[src/rtl/core/backlog_dispatch_reorder_macros.svh]
// Assertion helpers for the dispatch and reorder block.
`ifndef BACKLOG_DISPATCH_REORDER_MACROS_SVH
`define BACKLOG_DISPATCH_REORDER_MACROS_SVH

// Same-cycle implication, sampled on the block clock, off during reset.
`define BDR_ASSERT_IMPL(lbl, ante, cons, msg) \
   lbl: assert property (@(posedge clock) disable iff (reset) (ante) |-> (cons)) \
      else $error(msg);

// Next-cycle implication.
`define BDR_ASSERT_NEXT(lbl, ante, cons, msg) \
   lbl: assert property (@(posedge clock) disable iff (reset) (ante) |=> (cons)) \
      else $error(msg);

`endif

[src/rtl/core/bdr_pkg.sv]
package bdr_pkg;

   localparam int BACKLOG_DEPTH_DEF = 128;
   localparam int MAX_WORKERS_DEF   = 8;
   localparam int REORDER_DEPTH_DEF = 32;

   localparam int REQ_DATA_W = 72;
   localparam int RSP_DATA_W = 80;

   localparam logic REQ_ARRIVAL = 1'b0;
   localparam logic REQ_DONE    = 1'b1;

   localparam logic CSR_BACKLOG_LIMIT = 1'b0;
   localparam logic CSR_WORKER_LIMIT  = 1'b1;

   typedef enum logic [1:0] {
      KIND_DISPATCH = 2'd0,
      KIND_PUBLISH  = 2'd1,
      KIND_DROP     = 2'd2,
      KIND_REJECT   = 2'd3
   } kind_type;

   typedef enum logic [3:0] {
      OP_NONE,
      OP_LATCH,
      OP_FIFO_RD,
      OP_DROP,
      OP_REL_RD,
      OP_REL_STEP,
      OP_ENQ,
      OP_DISP,
      OP_REJECT,
      OP_CPL,
      OP_FLUSH
   } op_type;

   typedef struct packed {
      op_type op;
   } cmd_type;

   typedef struct packed {
      logic is_arrival;
      logic can_emit;
      logic out_free;
      logic pend_valid;
      logic win_full;
      logic bl_full;
      logic bl_nonempty;
      logic worker_free;
      logic rel_ready;
      logic rel_valid;
      logic cpl_ok;
      logic busy_ok;
      logic win_ok;
   } status_type;

endpackage

[src/rtl/core/bdr_ctrl.sv]
module bdr_ctrl (
   input  logic                clock,
   input  logic                reset,
   input  logic                req_tvalid,
   output logic                req_tready,
   input  bdr_pkg::status_type sts,
   output bdr_pkg::cmd_type    cmd
);

   typedef enum logic [3:0] {
      S_IDLE, S_DECODE, S_DROP, S_REL, S_REL_EMIT, S_ENQ,
      S_DISP, S_DISP_EMIT, S_FINISH
   } state_type;

   state_type state_ff, state_in;

   assign req_tready = (state_ff == S_IDLE);

   always_comb begin
      state_in = state_ff;
      cmd.op   = bdr_pkg::OP_NONE;
      unique case (state_ff)
         S_IDLE: begin
            if (req_tvalid) begin
               cmd.op   = bdr_pkg::OP_LATCH;
               state_in = S_DECODE;
            end
         end
         S_DECODE: begin
            if (sts.is_arrival) begin
               if (sts.win_full) begin
                  if (sts.can_emit) begin
                     cmd.op   = bdr_pkg::OP_REJECT;
                     state_in = S_DISP;
                  end
               end else if (sts.bl_full) begin
                  cmd.op   = bdr_pkg::OP_FIFO_RD;
                  state_in = S_DROP;
               end else begin
                  state_in = S_ENQ;
               end
            end else if (sts.cpl_ok) begin
               cmd.op   = bdr_pkg::OP_CPL;
               state_in = S_REL;
            end else begin
               state_in = S_DISP;
            end
         end
         S_DROP: begin
            if (sts.can_emit) begin
               cmd.op   = bdr_pkg::OP_DROP;
               state_in = S_REL;
            end
         end
         S_REL: begin
            if (sts.rel_ready) begin
               cmd.op   = bdr_pkg::OP_REL_RD;
               state_in = S_REL_EMIT;
            end else begin
               state_in = sts.is_arrival ? S_ENQ : S_DISP;
            end
         end
         S_REL_EMIT: begin
            // empty results retire without waiting on the output
            if (!sts.rel_valid || sts.can_emit) begin
               cmd.op   = bdr_pkg::OP_REL_STEP;
               state_in = S_REL;
            end
         end
         S_ENQ: begin
            cmd.op   = bdr_pkg::OP_ENQ;
            state_in = S_DISP;
         end
         S_DISP: begin
            if (sts.worker_free && sts.bl_nonempty) begin
               cmd.op   = bdr_pkg::OP_FIFO_RD;
               state_in = S_DISP_EMIT;
            end else begin
               state_in = S_FINISH;
            end
         end
         S_DISP_EMIT: begin
            if (sts.can_emit) begin
               cmd.op   = bdr_pkg::OP_DISP;
               state_in = S_DISP;
            end
         end
         S_FINISH: begin
            if (!sts.pend_valid) begin
               state_in = S_IDLE;
            end else if (sts.out_free) begin
               cmd.op   = bdr_pkg::OP_FLUSH;
               state_in = S_IDLE;
            end
         end
         default: state_in = S_IDLE;
      endcase
   end

   always_ff @(posedge clock) begin
      if (reset) begin
         state_ff <= S_IDLE;
      end else begin
         state_ff <= state_in;
      end
   end

endmodule

[config.mk]
export PLATFORM = sky130hd
export DESIGN_NAME = bdr_ctrl
export DESIGN_NICKNAME = d
export VERILOG_FILES = /design/src/rtl/core/backlog_dispatch_reorder_macros.svh /design/src/rtl/core/bdr_pkg.sv /design/src/rtl/core/bdr_ctrl.sv
export SDC_FILE = /design/constraint.sdc
export NUM_CORES = 1
export LEC_CHECK = 0
export ABC_AREA = 1
export ABC_CLOCK_PERIOD_IN_PS = 1800
export BUFFER_PORTS_ARGS = -buffer_cell sky130_fd_sc_hd__buf_2
export CAP_MARGIN = 10
export CORE_AREA = 2 2 39 41
export DETAILED_ROUTE_END_ITERATION = 7
export DIE_AREA = 0 0 41 43
export PLACE_DENSITY = 0.66
export SYNTH_ARGS = -nofsm -noshare
export SYNTH_HDL_FRONTEND = slang
export SYNTH_SLANG_ARGS = --single-unit
[constraint.sdc]
create_clock -name clock -period 1.8 [get_ports clock]
set_input_delay 0.18 -clock clock [delete_from_list [all_inputs] [get_ports clock]]
set_output_delay 0.18 -clock clock [all_outputs]
set_load 0.02 [all_outputs]
* After elaboration in Yosys (flattened, before gate mapping)
Index checks and enable logic that the tools add are counted.
** Cells by class
- Mux-type cells :: 28
- Equality and inequality tests :: 12
- Reduce and logical (&&, ||, !) cells :: 5
** Operators with widths (count)
- 4-bit one-hot mux with 9 select lines :: 2
- 4-bit two-way mux :: 15
- 4-bit by 3-bit equality test with 1-bit output (second input constant) :: 4
- 3-bit two-way mux :: 5
- 2-bit two-way mux :: 5
- 4-bit by 2-bit equality test with 1-bit output (second input constant) :: 2
- 2-bit inequality test (second input constant) :: 3
- 4-bit by 1-bit equality test with 1-bit output (second input constant) :: 1
- 4-bit equality test (second input constant) :: 1
- 4-bit logical NOT :: 1
- 4-bit AND reduction :: 1
- 3-bit inequality test (second input constant) :: 1
- 1-bit logical AND :: 1
- 1-bit logical NOT :: 1
- 1-bit logical OR :: 1
- 1-bit two-way mux :: 1
** Word-level totals
- Logic and storage cells :: 46
- Register bits :: 4
- Output and inout port bits :: 5
- Input bits :: 16

* Depth between registers and ports, before layout
Gate-level depths: netlist of run 1.
- Word-level depth :: 4
- Gate-level depth with buffers :: 9
- Depth with buffers taken out :: 9

* Least setup slack after synthesis of run 1
Ideal clock, no wire load.
- Kind :: register to output
- Start point :: register state_ff[3]
- End point :: output cmd[3] (netlist bit)
- Path buffers :: 0
- Cell stages (with the launch flop) :: 6
- Arrival :: 1.198 ns
- Required time :: 1.620 ns
- Path slack :: 0.422 ns
- Path through :: dfxtp_1 inv_1 nand2_2 nor2_2 nand2_1 o21ai_0
** RTL lines
- from (decl) :: line bdr_ctrl.sv:15 : state_type state_ff, state_in;
- from (signal assigned) :: line bdr_ctrl.sv:104 : state_ff <= state_in;
- to (decl) :: line bdr_ctrl.sv:7 : output bdr_pkg::cmd_type cmd

==> qor.txt, run 1 <==
Reg2Reg Launch Point: state_ff[0]$_SDFFE_PP0P_
P_leak: 0.348 nW
maximum VDD drop: 0.618 mV
Area after DPL: 624 um2
Yosys cell types: 19
Startpoint Class: flip-flop
CTS Buf Count: 3
clock latency at the later pin of the worst-skew pair: 230 ps
Final Skew: 0.0926 ps
die footprint: 0.00176 mm2
P per Cell Area: 1270 mW/mm2
Tcrit/Tclk final: 0.917
RSZ-0062 raised after global routing: no
EDFF count, synth: 0
Crit path depth: 6
worst reg-to-reg setup slack: 570 ps
Slew @ Worst Pin: 252 ps
min-delay src: reset
Routed WL: 1350 um
fin nets: 134
Setup TNS Final: 0 ps
largest net degree at the start of global routing: 8
ys flop type: dfxtp_1
Hold Path Class: in2reg
Fin. Hold Viols: 0
first-pass GRT wire length: 2330 um
asr flop ratio synth: 0
Mapped Area: 514 um2
hold path cells: 2
status: complete, no violations
WL/cell: 10.2 um
Root Driver: clkbuf_4
Area growth syn-to-layout: 27.0%
CTS tree: done
Slew headroom: 0.832
Post-Syn Nets: 111
Routed Antenna Nets: 0
WS Path Type: reg2out
area of the core: 0.00138 mm2
clock slew at reported path FFs: 40 ps
Pre-antenna DRT Iters: 4
vias in the first global route: 623
Die X: 41 um
Ports: 21
main area contributors after synthesis: nand2_1 (20%), dfxtp_1 (16%), inv_1 (8.8%), nor2_1 (8.8%), nor2_2 (7.3%)
GRT overflow: 0
synth cell count leaders: nand2_1 (27), inv_1 (12), nor2_1 (12), nand3_1 (7), nor2_2 (6)
GRT Total Usage: 0.187
crit path cell chain: nor2_1 -> nand2_1 -> o21ai_0 -> nor3_1 -> o211ai_1 -> buf_2
final instance area: 653 um2
Max Clk Rate: 606 MHz
DP HPWL: 1160 um
Critical Path AT: 1470 ps
dominant cell type by area after synthesis: nand2_1
total of flip-flops plus latches after synthesis: 4
initial antenna violation count: 0
CTS Hold Bufs: 0
CP required: 1620 ps
final cell utilization of the core: 0.472
Fill cells: 163
Largest register FFs: 4
H-tree level count: 1
CP max FO: 4
Biggest register: state_ff
Cells after Synth: 95
# setup viols final: 0
most numerous cell in the Yosys netlist: nand2_1
number of max-cap violations: 0
Rows: 14
Crit. Startpoint: state_ff[2]$_SDFFE_PP0P_
Fin Hold WS: 148 ps
critical path capture point type: output pin
Clock Tree Buf Depth: 2
Slew Viols, Final: 0
1st-iter DRT viols: 25
post-synth top area share: 0.197
Largest regs: state_ff: 4 flops
sequential fraction of the synthesis area: 0.156
clock sinks: 4
Worst Reg-to-Reg Cells: 8
fin crit period: 1650 ps
fraction of final layout cells with drive strength greater than 1: 0.319
Initial Util: 0.372
slowest stage delay, CP: 330 ps
port buffer count: 18
Buf+Inv Stages, Crit Path: 1
Placer Congestion: 0.880
cell family with most CP delay: simple AND/OR/NAND/NOR gates
DRC Markers: 0
total power: 0.827 mW
vias per std cell: 5.20
via count: 687
Syn. warnings: 0
synthesized area per cell: 5.41 um2
critical path's slowest cell: dfxtp_1
die height: 43 um
Antenna diodes: 0
## repair_timing
action                                  4_1_cts  5_1_grt
endpoints found under the setup margin        0        2
buffers inserted                              0        0
gates resized for setup                       0        2
## routing by layer
layer  up-vias  GRT usage  share of wire
li1        353          -              -
met1       316      0.214           0.42
met2        18      0.303           0.52
met3         0     0.0733          0.059
met4         0     0.0600              0
met5         -          0              0
## where the power goes
part	total (mW)	internal, mW	switching (mW)
sequential	0.158	0.118	0.0401
clock	0.111	0.0746	0.0365
combinational	0.558	0.188	0.370
total	0.827	0.381	0.447
## metrics by stage
stage | worst slack, ps | cells
final | 149 | 132
after global routing | 9.40 | 132
after CTS | 105 | 132
after detailed placement | 354 | 129
after global placement | 366 | 129
after floorplan | 422 | 95
## logic make-up after synthesis
family / share of synthesized area
compound gates: 0.151
flops: 0.156
simple gates: 0.584
buf+inv: 0.109
## area by class of cell
cell class	count	area (um2)	share of cell area
sequential	4	81.3	0.125
inverter	15	56.3	0.0862
multi-input combinational	76	383	0.586
tap	16	20.0	0.0307
clock buffer	3	22.5	0.0345
timing repair buffer	18	90.1	0.138
## layout by cell type, fill, tap and decap left out
cell / instances
buf_2: 18
nand3_1: 7
o22ai_1: 2
nand2_2: 1
dfxtp_2: 1
nand4_1: 5
a21oi_1: 3
dfxtp_1: 3
nor3_2: 1
a31oi_1: 1
nor2_4: 1
nor3_4: 1
inv_2: 3
a21oi_2: 1
or2_2: 1
nand2_1: 27
nor2_1: 12
o21ai_0: 4
o211ai_1: 2
inv_1: 12
clkbuf_4: 3
nor2_2: 6
nor3_1: 1
## final timing paths
kind                                            endpoint
worst max-delay path                              cmd[1]
worst min-delay path            state_ff[1]$_SDFFE_PP0P_
worst max register to register  state_ff[1]$_SDFFE_PP0P_
worst min register to register  state_ff[3]$_SDFFE_PP0P_
(Power assumes the default switching activity.)
==> run 2, diff against run 1 <==
- CELL_PAD_IN_SITES_DETAIL_PLACEMENT: default -> 0
- CELL_PAD_IN_SITES_GLOBAL_PLACEMENT: default -> 1
- CORE_AREA: 2 2 39 41 -> default
- CORE_MARGIN: default -> 1
- CORE_UTILIZATION: default -> 31
- DIE_AREA: 0 0 41 43 -> default
- PLACE_DENSITY: 0.66 -> 0.82
==> run 2 against run 1 <==
  * Sequential cell count unchanged
  * Clock power about the same
  * Sequential share of layout area increased by 0.22 points
  * Clock skew increased by 5.4 ps
  * Global-route usage decreased by 2.3 points
  * Total power decreased by 0.13%
  * Critical path depth decreased by 1
  * Maximum frequency decreased by 1.4%
  * Worst hold slack improved by 13 ps
==> qor.txt, run 2 (synthesis results as in run 1) <==
status: complete, no violations
clock network power share: 0.130
Slew headroom: 0.842
Area growth syn-to-layout: 26.8%
commonest non-fill, non-tap cell in the layout: nand2_1
P_leak: 0.349 nW
Initial Util: 0.337
fraction of final layout cells with drive strength greater than 1: 0.328
CP required: 1620 ps
WS Path Type: reg2out
port buffer count: 18
critical path capture point type: output pin
Routed Antenna Nets: 0
largest net degree at the start of global routing: 8
reg2reg end: state_ff[1]$_SDFFE_PP0P_
final instance area: 652 um2
vias per std cell: 5.10
clock latency at the later pin of the worst-skew pair: 230 ps
CP max FO: 6
H-tree level count: 1
Pre-antenna DRT Iters: 4
Final Skew: 5.52 ps
DRC Markers: 0
die height: 42.7 um
die footprint: 0.00183 mm2
DP HPWL: 1160 um
Setup Buffers After CTS: 0
number of max-cap violations: 0
# setup viols final: 0
GRT Total Usage: 0.164
fin crit period: 1670 ps
cells resized by post-CTS repair: 0
worst reg-to-reg setup slack: 560 ps
fin nets: 134
Critical Path AT: 1490 ps
vias in the first global route: 550
1st-iter DRT viols: 11
area of the core: 0.00152 mm2
Reg2Reg Launch Point: state_ff[0]$_SDFFE_PP0P_
GRT overflow: 0
Setup TNS Final: 0 ps
Placer Congestion: 0.860
Ports: 21
RSZ-0062 raised after global routing: no
Area after DPL: 624 um2
clock sinks: 4
clock slew at reported path FFs: 30 ps
Biggest register: state_ff
Largest register FFs: 4
CTS Hold Bufs: 0
Die X: 42.7 um
total power: 0.826 mW
CTS Buf Count: 3
Net Switching: 0.444 mW
via count: 673
Crit. Startpoint: state_ff[0]$_SDFFE_PP0P_
Slew Viols, Final: 0
Fin Hold WS: 160 ps
Largest regs: state_ff: 4 flops
sw frac: 0.538
Int Power: 0.382 mW
Routed WL: 1360 um
critical path endpoint: cmd[2]
WL/cell: 10.3 um
Startpoint Class: flip-flop
P per Cell Area: 1270 mW/mm2
Max Clk Rate: 598 MHz
Slew @ Worst Pin: 237 ps
maximum VDD drop: 0.399 mV
Tcrit/Tclk final: 0.930
most frequent cells in the layout: nand2_1 (27), buf_2 (18), inv_1 (12), nor2_1 (11)
Clock Tree Buf Depth: 2
Root Driver: clkbuf_4
Worst Reg-to-Reg Cells: 8
first-pass GRT wire length: 2280 um
Sequential Power Share: 0.192
Combinational Power Share: 0.678
Fin. Hold Viols: 0
Antenna diodes: 0
CTS tree: done
Hold Path Class: in2reg
Rows: 14
initial antenna violation count: 0
-- run 2: worst min-delay path by stage --
stage               startpoint                  endpoint  slack, ps  cells after the start
global route             reset  state_ff[1]$_SDFFE_PP0P_        150                      2
global placement         reset  state_ff[1]$_SDFFE_PP0P_        400                      2
CTS                      reset  state_ff[1]$_SDFFE_PP0P_        160                      2
finish                   reset  state_ff[1]$_SDFFE_PP0P_        160                      2
detailed placement       reset  state_ff[1]$_SDFFE_PP0P_        400                      2
floorplan                reset  state_ff[1]$_SDFFE_PP0P_        240                      1
-- run 2: power groups by stage --
stage	clock (mW)	combinational, mW	sequential [mW]
detailed placement	0	0.556	0.156
global route	0.124	0.628	0.162
finish	0.108	0.560	0.159
CTS	0.111	0.559	0.155
global placement	0	0.557	0.156
floorplan	0	0.419	0.148
-- run 2: critical path, cell delays in order, from the launching register on --
cell,delay (ps)
dfxtp_1,440
nand2_1,150
nor3_1,240
o22ai_1,130
o211ai_1,110
buf_2,190
-- run 2: metal layers --
| layer | global-route usage | part of all wire | vias up |
|---|---|---|---|
| met1 | 0.216 | 0.49 | 301 |
| met2 | 0.261 | 0.46 | 17 |
| met4 | 0.0375 | 0 | 0 |
| met3 | 0.0511 | 0.042 | 0 |
| li1 | - | - | 355 |
| met5 | 0 | 0 | - |
-- run 2: through the flow --
step / cells / util / setup slack [ps]
2_1_floorplan: 95 / - / 422
3_3_place_gp: 129 / 0.410 / 364
3_5_place_dp: 129 / 0.410 / 363
4_1_cts: 132 / 0.424 / 120
5_1_grt: 132 / 0.428 / 0.167
6_report: 132 / 0.428 / 127
-- run 2: cell type report --
type,count,area (um2)
fillers,175,872
multi-input cells,76,380
repair buffers,18,90.1
flip-flops and latches,4,82.6
inverters,15,56.3
clock buffers,3,22.5
well taps,16,20.0
